--- config.mk ---
export PLATFORM = sky130hd
export DESIGN_NAME = sorted_priority_queue
export DESIGN_NICKNAME = d
export VERILOG_FILES = /design/src/spq_pkg.sv /design/src/spq_datapath.sv /design/src/spq_ctrl.sv /design/src/sorted_priority_queue.sv
export SDC_FILE = /design/constraint.sdc
export NUM_CORES = 2
export LEC_CHECK = 0
export ABC_AREA = 0
export BUFFER_PORTS_ARGS = -buffer_cell sky130_fd_sc_hd__buf_2
export CORE_MARGIN = 2
export CORE_UTILIZATION = 30
export CTS_CLUSTER_DIAMETER = 100
export DETAILED_ROUTE_END_ITERATION = 10
export HOLD_SLACK_MARGIN = 0.03
export MAX_ROUTING_LAYER = met4
export PLACE_DENSITY = 0.44
export REMOVE_ABC_BUFFERS = 1
export SYNTH_ARGS = -nofsm -noshare
export SYNTH_HDL_FRONTEND = slang
export SYNTH_SLANG_ARGS = --single-unit
--- constraint.sdc ---
create_clock -name clk -period 8.7 [get_ports clk]
set_clock_uncertainty 0.05 [all_clocks]
set_input_delay 0 -clock clk [delete_from_list [all_inputs] [get_ports clk]]
set_output_delay 0 -clock clk [all_outputs]
set_load 0.05 [all_outputs]
--- src/spq_pkg.sv ---
`timescale 1ns / 1ps
// Shared types and constants for the sorted priority queue.
package spq_pkg;

    localparam int CAPACITY_DEF = 64;
    localparam int OP_W         = 3;
    localparam int ID_W         = 16;
    localparam int KEY_W        = 32;
    localparam int STATUS_W     = 2;
    localparam int COUNT_W      = 7;

    typedef enum logic [OP_W-1:0] {
        OP_INSERT = 3'd0,
        OP_REMOVE = 3'd1,
        OP_FIND   = 3'd2,
        OP_POP    = 3'd3,
        OP_PEEK   = 3'd4,
        OP_CLEAR  = 3'd5
    } op_t;

    typedef enum logic [STATUS_W-1:0] {
        ST_OK        = 2'd0,
        ST_NOT_FOUND = 2'd1,
        ST_FULL      = 2'd2,
        ST_EMPTY     = 2'd3
    } status_t;

    typedef enum logic [1:0] {
        RD_IDX    = 2'd0,
        RD_IDX_M1 = 2'd1,
        RD_IDX_P1 = 2'd2
    } rd_sel_t;

    typedef struct packed {
        logic [ID_W-1:0]  id;
        logic [KEY_W-1:0] key;
    } entry_t;

    typedef struct packed {
        logic    accept;
        logic    idx_zero;
        logic    idx_fill;
        logic    idx_inc;
        logic    idx_dec;
        rd_sel_t rd_sel;
        logic    wr_en;
        logic    wr_new;
        logic    fill_inc;
        logic    fill_dec;
        logic    fill_clear;
        logic    head_capture;
        logic    status_set;
        status_t status_code;
    } cmd_t;

    typedef struct packed {
        logic fill_zero;
        logic full;
        logic idx_zero;
        logic idx_at_fill;
        logic next_at_fill;
        logic key_less;
        logic id_match;
    } flags_t;

endpackage

--- src/spq_datapath.sv ---
`timescale 1ns / 1ps
// Datapath: entry memory, index and fill registers, result registers.
module spq_datapath #(
    parameter int CAPACITY = spq_pkg::CAPACITY_DEF
) (
    input  logic                          clk,
    input  logic                          rst_n,
    input  spq_pkg::cmd_t                 cmd,
    output spq_pkg::flags_t               flags,
    input  logic [spq_pkg::ID_W-1:0]      node_id,
    input  logic [spq_pkg::KEY_W-1:0]     cost_key,
    output logic [spq_pkg::STATUS_W-1:0]  status,
    output logic [spq_pkg::ID_W-1:0]      head_id,
    output logic [spq_pkg::KEY_W-1:0]     head_key,
    output logic [spq_pkg::COUNT_W-1:0]   entry_count
);

    localparam int IW = (CAPACITY > 1) ? $clog2(CAPACITY) : 1;
    localparam int CW = $clog2(CAPACITY + 1);

    spq_pkg::entry_t mem [CAPACITY];
    spq_pkg::entry_t rd_data_reg;

    logic [CW-1:0] idx_reg, idx_next;
    logic [CW-1:0] fill_reg, fill_next;
    logic [CW-1:0] idx_p1, idx_m1, rd_ptr;
    logic [spq_pkg::ID_W-1:0]     id_reg;
    logic [spq_pkg::KEY_W-1:0]    key_reg;
    logic [spq_pkg::STATUS_W-1:0] status_reg;
    logic [spq_pkg::ID_W-1:0]     head_id_reg;
    logic [spq_pkg::KEY_W-1:0]    head_key_reg;
    spq_pkg::entry_t wr_data;

    assign idx_p1 = idx_reg + CW'(1);
    assign idx_m1 = idx_reg - CW'(1);

    always_comb
    begin
        case (cmd.rd_sel)
            spq_pkg::RD_IDX_M1: rd_ptr = idx_m1;
            spq_pkg::RD_IDX_P1: rd_ptr = idx_p1;
            default:            rd_ptr = idx_reg;
        endcase
    end

    always_comb
    begin
        if (cmd.wr_new)
        begin
            wr_data.id  = id_reg;
            wr_data.key = key_reg;
        end
        else
        begin
            wr_data = rd_data_reg;
        end
    end

    always_ff @(posedge clk)
    begin
        if (cmd.wr_en)
        begin
            mem[idx_reg[IW-1:0]] <= wr_data;
        end
        rd_data_reg <= mem[rd_ptr[IW-1:0]];
    end

    always_comb
    begin
        idx_next = idx_reg;
        if (cmd.idx_zero)
        begin
            idx_next = '0;
        end
        else if (cmd.idx_fill)
        begin
            idx_next = fill_reg;
        end
        else if (cmd.idx_inc)
        begin
            idx_next = idx_p1;
        end
        else if (cmd.idx_dec)
        begin
            idx_next = idx_m1;
        end
    end

    always_comb
    begin
        fill_next = fill_reg;
        if (cmd.fill_clear)
        begin
            fill_next = '0;
        end
        else if (cmd.fill_inc)
        begin
            fill_next = fill_reg + CW'(1);
        end
        else if (cmd.fill_dec)
        begin
            fill_next = fill_reg - CW'(1);
        end
    end

    always_ff @(posedge clk or negedge rst_n)
    begin
        if (!rst_n)
        begin
            idx_reg  <= '0;
            fill_reg <= '0;
        end
        else
        begin
            idx_reg  <= idx_next;
            fill_reg <= fill_next;
        end
    end

    always_ff @(posedge clk)
    begin
        if (cmd.accept)
        begin
            id_reg       <= node_id;
            key_reg      <= cost_key;
            head_id_reg  <= '0;
            head_key_reg <= '0;
        end
        if (cmd.status_set)
        begin
            status_reg <= cmd.status_code;
        end
        else if (cmd.accept)
        begin
            status_reg <= spq_pkg::ST_OK;
        end
        if (cmd.head_capture)
        begin
            head_id_reg  <= rd_data_reg.id;
            head_key_reg <= rd_data_reg.key;
        end
    end

    assign flags.fill_zero    = (fill_reg == '0);
    assign flags.full         = (fill_reg == CW'(CAPACITY));
    assign flags.idx_zero     = (idx_reg == '0);
    assign flags.idx_at_fill  = (idx_reg == fill_reg);
    assign flags.next_at_fill = (idx_p1 >= fill_reg);
    assign flags.key_less     = (rd_data_reg.key < key_reg);
    assign flags.id_match     = (rd_data_reg.id == id_reg);

    assign status      = status_reg;
    assign head_id     = head_id_reg;
    assign head_key    = head_key_reg;
    assign entry_count = spq_pkg::COUNT_W'(fill_reg);

endmodule

--- src/spq_ctrl.sv ---
`timescale 1ns / 1ps
// Controller: sequences search, shift and head access for each command.
module spq_ctrl (
    input  logic                      clk,
    input  logic                      rst_n,
    input  logic                      start,
    input  logic [spq_pkg::OP_W-1:0]  operation,
    input  spq_pkg::flags_t           flags,
    output spq_pkg::cmd_t             cmd,
    output logic                      busy,
    output logic                      done
);

    typedef enum logic [9:0] {
        S_IDLE     = 10'b00_0000_0001,
        S_INS_RD   = 10'b00_0000_0010,
        S_INS_WR   = 10'b00_0000_0100,
        S_SRCH_RD  = 10'b00_0000_1000,
        S_SRCH_CHK = 10'b00_0001_0000,
        S_SHF_RD   = 10'b00_0010_0000,
        S_SHF_WR   = 10'b00_0100_0000,
        S_HEAD_RD  = 10'b00_1000_0000,
        S_HEAD_CHK = 10'b01_0000_0000,
        S_DONE     = 10'b10_0000_0000
    } state_t;

    state_t state_reg, state_next;
    spq_pkg::op_t op_reg, op_next;
    spq_pkg::op_t op_in;

    assign op_in = spq_pkg::op_t'(operation);

    always_comb
    begin
        state_next = state_reg;
        op_next    = op_reg;
        cmd        = '0;
        cmd.rd_sel = spq_pkg::RD_IDX;
        case (state_reg)
            S_IDLE:
            begin
                if (start)
                begin
                    cmd.accept = 1'b1;
                    op_next    = op_in;
                    state_next = S_DONE;
                    case (op_in)
                        spq_pkg::OP_INSERT:
                        begin
                            if (flags.full)
                            begin
                                cmd.status_set  = 1'b1;
                                cmd.status_code = spq_pkg::ST_FULL;
                            end
                            else
                            begin
                                cmd.idx_fill = 1'b1;
                                state_next   = S_INS_RD;
                            end
                        end
                        spq_pkg::OP_REMOVE, spq_pkg::OP_FIND:
                        begin
                            cmd.idx_zero = 1'b1;
                            state_next   = S_SRCH_RD;
                        end
                        spq_pkg::OP_POP, spq_pkg::OP_PEEK:
                        begin
                            if (flags.fill_zero)
                            begin
                                cmd.status_set  = 1'b1;
                                cmd.status_code = spq_pkg::ST_EMPTY;
                            end
                            else
                            begin
                                cmd.idx_zero = 1'b1;
                                state_next   = S_HEAD_RD;
                            end
                        end
                        spq_pkg::OP_CLEAR:
                        begin
                            cmd.fill_clear = 1'b1;
                        end
                        default:
                        begin
                            state_next = S_DONE;
                        end
                    endcase
                end
            end
            S_INS_RD:
            begin
                if (flags.idx_zero)
                begin
                    cmd.wr_en    = 1'b1;
                    cmd.wr_new   = 1'b1;
                    cmd.fill_inc = 1'b1;
                    state_next   = S_DONE;
                end
                else
                begin
                    cmd.rd_sel = spq_pkg::RD_IDX_M1;
                    state_next = S_INS_WR;
                end
            end
            S_INS_WR:
            begin
                cmd.wr_en = 1'b1;
                if (flags.key_less)
                begin
                    cmd.wr_new   = 1'b1;
                    cmd.fill_inc = 1'b1;
                    state_next   = S_DONE;
                end
                else
                begin
                    cmd.idx_dec = 1'b1;
                    state_next  = S_INS_RD;
                end
            end
            S_SRCH_RD:
            begin
                if (flags.idx_at_fill)
                begin
                    cmd.status_set  = 1'b1;
                    cmd.status_code = spq_pkg::ST_NOT_FOUND;
                    state_next      = S_DONE;
                end
                else
                begin
                    state_next = S_SRCH_CHK;
                end
            end
            S_SRCH_CHK:
            begin
                if (flags.id_match)
                begin
                    state_next = (op_reg == spq_pkg::OP_REMOVE) ? S_SHF_RD : S_DONE;
                end
                else
                begin
                    cmd.idx_inc = 1'b1;
                    state_next  = S_SRCH_RD;
                end
            end
            S_SHF_RD:
            begin
                if (flags.next_at_fill)
                begin
                    cmd.fill_dec = 1'b1;
                    state_next   = S_DONE;
                end
                else
                begin
                    cmd.rd_sel = spq_pkg::RD_IDX_P1;
                    state_next = S_SHF_WR;
                end
            end
            S_SHF_WR:
            begin
                cmd.wr_en   = 1'b1;
                cmd.idx_inc = 1'b1;
                state_next  = S_SHF_RD;
            end
            S_HEAD_RD:
            begin
                state_next = S_HEAD_CHK;
            end
            S_HEAD_CHK:
            begin
                cmd.head_capture = 1'b1;
                state_next = (op_reg == spq_pkg::OP_POP) ? S_SHF_RD : S_DONE;
            end
            S_DONE:
            begin
                state_next = S_IDLE;
            end
            default:
            begin
                state_next = S_IDLE;
            end
        endcase
    end

    always_ff @(posedge clk or negedge rst_n)
    begin
        if (!rst_n)
        begin
            state_reg <= S_IDLE;
            op_reg    <= spq_pkg::OP_INSERT;
        end
        else
        begin
            state_reg <= state_next;
            op_reg    <= op_next;
        end
    end

    assign busy = (state_reg != S_IDLE);
    assign done = (state_reg == S_DONE);

endmodule

--- src/sorted_priority_queue.sv ---
`timescale 1ns / 1ps
// Top level of the sorted priority queue.
//
// A word is taken when start is high and busy is low; busy then stays high
// until the result word has been shown. The result appears on status,
// head_id, head_key and entry_count for exactly one cycle with done high,
// and the receiver must take it then: there is no way to hold it off.
// Entries sit in one single-port memory of CAPACITY words with a registered
// read, so every search or shift step is a read followed by a compare or a
// write. Insert walks from the tail towards the head, moving each entry whose
// key is not less than the new key up one place, and writes the new entry into
// the gap; find and remove scan from the head for a matching id, and a remove
// that hits then moves every entry behind the match down one place; pop takes
// the head into head_id and head_key and then removes it the same way, peek
// only takes it; clear empties the queue; insert on a full queue and pop or
// peek on an empty one only set a status, and unused codes do nothing.
module sorted_priority_queue #(
    parameter int CAPACITY = spq_pkg::CAPACITY_DEF
) (
    input  logic                          clk,
    input  logic                          rst_n,
    input  logic                          start,
    output logic                          busy,
    input  logic [spq_pkg::OP_W-1:0]      operation,
    input  logic [spq_pkg::ID_W-1:0]      node_id,
    input  logic [spq_pkg::KEY_W-1:0]     cost_key,
    output logic                          done,
    output logic [spq_pkg::STATUS_W-1:0]  status,
    output logic [spq_pkg::ID_W-1:0]      head_id,
    output logic [spq_pkg::KEY_W-1:0]     head_key,
    output logic [spq_pkg::COUNT_W-1:0]   entry_count
);

    spq_pkg::cmd_t   cmd;
    spq_pkg::flags_t flags;

    spq_ctrl u_ctrl (
        .clk       (clk),
        .rst_n     (rst_n),
        .start     (start),
        .operation (operation),
        .flags     (flags),
        .cmd       (cmd),
        .busy      (busy),
        .done      (done)
    );

    spq_datapath #(
        .CAPACITY (CAPACITY)
    ) u_datapath (
        .clk         (clk),
        .rst_n       (rst_n),
        .cmd         (cmd),
        .flags       (flags),
        .node_id     (node_id),
        .cost_key    (cost_key),
        .status      (status),
        .head_id     (head_id),
        .head_key    (head_key),
        .entry_count (entry_count)
    );

endmodule
# Word-level counts from Yosys, hierarchy flattened
# Memories as Yosys holds them, arrays and structs flattened. A register that Yosys moved wholly into a read port is not among the register bits.
# Index checks and enable logic that the tools add are counted.
[totals]
register_bits = 125
mem_bits_rw = 3072
input_bits = 54
output_inout_bits = 59
n_memories = 1
[mem_list]
columns = ["memory", "words", "width", "rd", "rd_clocked_by_memory_dff", "wr", "line", "text"]
rows = [
  ["u_datapath.mem", 64, 48, 1, 1, 1, "spq_datapath.sv:21", "spq_pkg::entry_t mem [CAPACITY];"],
]
[classes]
addsub = 4
magnitude_cmp = 2
n_eq_ne = 24
n_mux = 58
reduce_logical = 11
[op_table]
columns = ["cell", "count"]
rows = [
  ["2-to-1 mux 10 bit", 10],
  ["case mux 10 bit (9 select lines)", 1],
  ["2-to-1 mux 32 bit", 2],
  ["2-to-1 mux 7 bit", 7],
  ["2-to-1 mux 48 bit", 1],
  ["less-than comparator 32 bit", 1],
  ["2-to-1 mux 16 bit", 2],
  ["case mux 10 bit (3 select lines)", 1],
  ["2-to-1 mux 3 bit", 7],
  ["== test 16 bit", 1],
  ["2-to-1 mux 1 bit", 15],
  ["adder 7 x 1 -> 7 bit, second input constant", 2],
  ["zero test 7 bit", 2],
  ["subtractor 7 x 1 -> 7 bit, second input constant", 2],
  ["case mux 3 bit (2 select lines)", 2],
  ["case mux 6 bit (2 select lines)", 1],
  ["== test 10 x 1 -> 1 bit, second input constant", 1],
  ["== test 10 bit, second input constant", 1],
  ["== test 10 x 2 -> 1 bit, second input constant", 1],
  ["== test 10 x 3 -> 1 bit, second input constant", 1],
  ["== test 10 x 4 -> 1 bit, second input constant", 1],
  ["== test 10 x 5 -> 1 bit, second input constant", 1],
  ["== test 10 x 6 -> 1 bit, second input constant", 1],
  ["== test 10 x 7 -> 1 bit, second input constant", 1],
  ["other kinds (21)", 34],
]

# Longest topological paths before layout
[logic_depth]
word_depth = 7
mapped_depth = 25
mapped_depth_nobuf = 18

# By module
# A second synthesis with hierarchy kept.
[hier_totals]
hier_cells = 8303
hier_area_um2 = 128782.3
[by_module_without_submodules]
columns = ["mod", "instances", "cells_per_inst", "area_each_um2", "seq_area_each_um2"]
rows = [
  ["spq_datapath", 1, 8177, 127802.6, 96502.6],
  ["spq_ctrl", 1, 126, 979.7, 326.6],
]

# Worst setup path before layout
# Ideal clock, no wire load.
[synth_timing]
kind = "register to register"
from = "register u_ctrl.state_reg[9]"
to = "memory u_datapath.mem[38][0] (netlist bit), enable pin"
setup_ns = 0.573
arrival_time_ns = 6.737
t_required_ns = 8.077
setup_slack_ns = 1.340
stages_incl_launch_ff = 10
period_less_slack_ns = 7.360
cell_sequence = "dfrtp_1 or4_1 or3_1 nor3_2 nand3b_1 nand2_1 or2_1 buf_4 nand3_2 nor4_1"
[synth_between]
elab_chain_cells = 5
elab_cells_between_ends = 7
classes_between = "3 x eq/ne; 3 x mux; 1 x reduce/logical"
[synth_lines]
columns = ["item", "line", "text"]
rows = [
  ["start: declaration", "spq_ctrl.sv:27", "state_t state_reg, state_next;"],
  ["start signal: assignment", "spq_ctrl.sv:193", "state_reg <= state_next;"],
  ["== test 10 x 3 -> 1 bit / == test 10 x 7 -> 1 bit (equally long branches)", "spq_ctrl.sv:39", "case (state_reg)"],
  ["OR reduction 2 bit (no line)", "-", ""],
  ["case mux 1 bit (2 select lines) *", "spq_ctrl.sv:39", ""],
  ["2-to-1 mux 1 bit *", "spq_datapath.sv:61", "if (cmd.wr_en)"],
  ["2-to-1 mux 1 bit (not written as such) *", "spq_datapath.sv:63", "mem[idx_reg[IW-1:0]] <= wr_data;"],
  ["end: declaration", "spq_datapath.sv:21", ""],
]
# Mark *: on every way between the ends. The rest lies on a longest branch, timed or not.

# Worst setup path in the final report
[layout_timing]
from = "register u_datapath.idx_reg[2]"
to = "register, netlist name u_datapath.rd_data_reg[4]"
[layout_between]
elab_chain_cells = 6
elab_cells_between_ends = 10
classes_between = "2 x add/sub; 1 x order compare; 2 x eq/ne; 4 x mux; 1 x reduce/logical"
[layout_lines]
columns = ["item", "line", "text"]
rows = [
  ["start: declaration", "spq_datapath.sv:24", "logic [CW-1:0] idx_reg, idx_next;"],
  ["start signal: assignment", "spq_datapath.sv:115", "idx_reg <= idx_next;"],
  ["adder 7 x 1 -> 7 bit", "spq_datapath.sv:34", "assign idx_p1 = idx_reg + CW'(1);"],
  [">= comparator 7 bit", "spq_datapath.sv:148", "assign flags.next_at_fill = (idx_p1 >= fill_reg);"],
  ["2-to-1 mux 2 bit", "spq_ctrl.sv:147", "if (flags.next_at_fill)"],
  ["case mux 2 bit (2 select lines)", "spq_ctrl.sv:39", ""],
  ["== test 2 bit / == test 2 x 1 -> 1 bit (equally long branches)", "spq_datapath.sv:39", "case (cmd.rd_sel)"],
  ["case mux 6 bit (2 select lines) *", "spq_datapath.sv:39", ""],
]
# Marks and branches as above.
# A chain may end at the register's enable or synchronous reset.

==> results.py <==
metrics = {
    "run_status": {
        "status": "finished, final reports clean",
    },
    "finish": {
        "final_area_um2": 150000,
        "drive_gt1_share_pct": 15.0,
        "final_nets": 8796,
        "final-instance-count-excl-fill": 14700,
        "flow.area_growth_from_synthesis_pct": 17.0,
        "largest_register_ff_count": 3072,
    },
    "power": {
        "vdd_drop_max_mv": 0.266,
        "power_frac_seq_pct": 39.5,
        "leakagePower_nw": 49.5,
        "pwr-share-clk_pct": 29.4,
        "p_sw_mw": 18.4,
        "combPwrFrac_pct": 31.1,
        "internal_power_mw": 33.2,
        "powerDensity_nw_per_um2": 344,
        "design_power_total_mw": 51.6,
        "switching_share_pct": 35.6,
    },
    "synth": {
        "synth.most_common_cell": "edfxtp_1",
        "synth_area_um2": 128000,
        "post-synth-top-area-cell": "edfxtp_1",
        "postSynthRegisterBits": 3245,
        "top_cells_by_area_synth": "edfxtp_1, nand2_1, mux4_2",
        "async_flop_share_pct": 0.832,
        "number_of_enable_flip_flop_cells_after_synthesis": 3170,
        "syn-instance-count": 8313,
        "synth.lib_cells_used.distinct": 92,
        "synth.top_cell.area_share_pct": 74.2,
        "post_synth_most_frequent_cells": "edfxtp_1, nand2_1, nand3_1, mux2i_1, buf_2",
        "syn_avg_cell_area_um2": 15.4,
        "main_synth_ff_type": "edfxtp_1",
        "ys.warnings.count": 0,
        "synth.yosys.seq_area_share_pct": 75.5,
    },
    "floorplanning": {
        "core_area_um2": 426000,
        "fp-row-count": 240,
        "design.die.area_um2": 433000,
        "initial_utilization_pct": 30.1,
        "fp.dieW_um": 658,
        "die_h_um": 658,
        "pin_count": 113,
    },
    "cts": {
        "tritoncts": "yes",
        "ctsResizeCount": 0,
        "htree_num_levels": 5,
        "cts_inserted_buffers": 355,
        "cts_setup_buffers": 0,
        "clock-root-buffer": "clkbuf_16",
        "clk_pin_slew_ns": 0.06,
        "clock_sink_count": 3245,
        "worstSkewPairLatency_ns": 0.95,
        "clk_path_buf_depth": 4,
    },
    "timing": {
        "max_clock_freq_mhz": 140,
        "worst_slew_pin_slew_ns": 1.31,
        "final_cycle_share_pct": 82.0,
        "tns_ns": 0,
        "final-max-slew-violation-count": 0,
        "hold_viol": 0,
        "setup-violations-final": 0,
        "period_needed_ns": 7.14,
        "unrepaired_setup_endpoints_after_global_routing": "false",
        "max-slew-margin-rel_pct": 12.4,
    },
    "setup_path": {
        "worstPathArrival_ns": 7.95,
        "cell_repeated_most_along_the_worst_path": "nand3_1",
        "r2r-end": "u_datapath.rd_data_reg[4]",
        "crit_family": "simple AND/OR/NAND/NOR gates",
        "r2r-start": "u_datapath.idx_reg[2]",
        "crit_path_cell_trace": "nand3_1 > nor2_1 > xor2_1 > ha_1 > nand3_1 > o2111ai_1 > a21oi_1 > nor2b_1 > inv_1 > ha_1 > nand2_1 > o21a_4 > buf_4 > buf_4 > nand2_1 > nand3_1 > and3_1 > a31oi_1 > a221oi_1 > and4_1",
        "critPathLaunchType": "register",
        "timing.critical_path.required_ns": 9.52,
        "slowest_stage_cell_cp": "dfrtp_1",
        "crit_path_max_incr_delay_ns": 0.80,
        "crit_path_max_fanout": 49,
        "critical_path.n_buffers_inverters": 3,
        "timing.setup.critical_path_class": "reg2reg",
        "setup.reg_to_reg.worst_slack_ns": 1.56,
        "ff2ff_path_depth": 20,
        "endpoint_kind": "register",
    },
    "route": {
        "routed_wl_um": 443000,
        "drt-vias-per-instance": 5.21,
        "antenna_left": 0,
        "drt-initial-drc-count": 8468,
        "post-route-drc-count": 0,
        "routed-via-count": 76500,
        "drt-pass1-iter-count": 6,
        "routed_wire_per_std_cell_um": 30.2,
    },
    "worst_hold_path": {
        "timing.hold.worst_path_depth": 6,
        "timing.hold.worst.class": "in2reg",
        "hold_path_end": "u_ctrl.state_reg[7]",
        "hold_start": "operation[0]",
    },
    "global_route": {
        "grt.overflow.total": 0,
        "grt_first_pass_wirelength_um": 610000,
        "grt_use_total_pct": 20.5,
        "grt_antenna_before_repair": 17,
        "grt_pass1_vias": 74500,
        "pin_count_of_the_biggest_net_entering_global_routing": 146,
    },
    "placement": {
        "port-buffer-count": 112,
        "numPlacedInstances": 13900,
        "place.detailed.hpwl_um": 251000,
        "gp_congestion": 0.822,
        "post_dp_cell_area_um2": 137000,
    },
    "run": {
        "max-cap-violations": 0,
    },
}
==> how the worst max path moves through the flow <==
stage / startpoint / to / slack, ns / cells past startpoint
2_1_floorplan: u_datapath.idx_reg[0] / u_datapath.rd_data_reg[46] / -43.69 / 16
3_3_place_gp: u_datapath.idx_reg[0] / u_datapath.rd_data_reg[1] / 1.48 / 19
3_5_place_dp: u_datapath.idx_reg[2] / u_datapath.rd_data_reg[4] / 1.81 / 20
4_1_cts: u_datapath.idx_reg[2] / u_datapath.rd_data_reg[4] / 1.77 / 20
5_1_grt: u_datapath.idx_reg[2] / u_datapath.rd_data_reg[4] / 1.16 / 20
6_report: u_datapath.idx_reg[2] / u_datapath.rd_data_reg[4] / 1.56 / 20
==> worst min-delay path, delay by kind of cell <==
family	cells	cell delay (ns)
AO/OA/AOI/OAI	2	0.16
buffers and inverters	2	0.70
AND/OR/NAND/NOR	2	0.19
==> metal layers <==
| layer | wire [µm] | GRT usage, % | up-vias |
|---|---|---|---|
| li1 | - | - | 32800 |
| met4 | 14100 | 5.98 | 0 |
| met3 | 26400 | 2.89 | 581 |
| met5 | 0 | - | - |
| met2 | 213000 | 33.2 | 2687 |
| met1 | 189000 | 26.9 | 40500 |
==> stage by stage <==
| step | hold WS, ns | setup WS [ns] | utilization [%] |
|---|---|---|---|
| finish | 0.0979 | 1.56 | 35.2 |
| global route | 0.145 | 1.16 | 35.2 |
| CTS | 0.0333 | 1.77 | 35.2 |
| detailed placement | 0.0490 | 1.81 | 32.2 |
| global placement | 0.0373 | 1.48 | 32.2 |
| floorplan | -0.346 | -43.69 | - |
==> kinds of logic (layout without fill, tap and decap cells) <==
family	count (synthesis)	in the layout	synth area share, %
other cells	0	7	0
simple gates	3021	3021	10.5
fa+ha+maj	50	50	0.494
xor+xnor	35	35	0.239
compound gates	839	839	4.73
buf+inv	564	1246	1.99
flops	3245	3245	75.5
mux	559	559	6.60
==> power by group through the flow <==
| stage | Sequential [mW] | Clock (mW) | Combinational [mW] |
|---|---|---|---|
| after floorplan | 21.0 | 0 | 11.4 |
| after global placement | 20.7 | 0 | 15.9 |
| after detailed placement | 20.7 | 0 | 16.1 |
| after CTS | 20.4 | 15.4 | 16.2 |
| after global routing | 20.4 | 16.0 | 17.2 |
| final | 20.4 | 15.1 | 16.0 |
==> layout by cell type, fill, tap and decap left out, types with 33 or more instances in the layout <==
cell type,n
dfxtp_1,48
clkinv_2,65
dlygate4sd3_1,115
nand3_1,698
o21ai_0,46
clkbuf_1,88
inv_1,48
a32oi_1,95
a22oi_1,45
and3_1,212
and2_1,49
nor2_4,69
bufinv_16,33
mux4_2,227
clkinv_1,56
buf_4,277
ha_1,49
a21oi_1,115
a311oi_1,90
clkbuf_16,359
buf_2,112
mux2i_1,311
nand2_1,1766
nor2_1,57
o21ai_4,34
a31oi_1,109
edfxtp_1,3170
a211oi_1,151
==> cell type report <==
| type | count | area, µm² |
|---|---|---|
| Antenna cell | 7 | 17.5 |
| Clock buffer | 468 | 9600 |
| Clock inverter | 192 | 2010 |
| Fill cell | 40700 | 276000 |
| Inverter | 50 | 190 |
| Multi-Input combinational cell | 4504 | 29900 |
| Sequential cell | 3245 | 96800 |
| Tap cell | 5687 | 7120 |
| Timing Repair Buffer | 536 | 4430 |
==> what timing repair did <==
item,4_1_cts,5_1_grt
hold buffers,116,0
setup endpoints to repair,0,0
hold endpoints to repair,124,0
(Power assumes the default switching activity.)
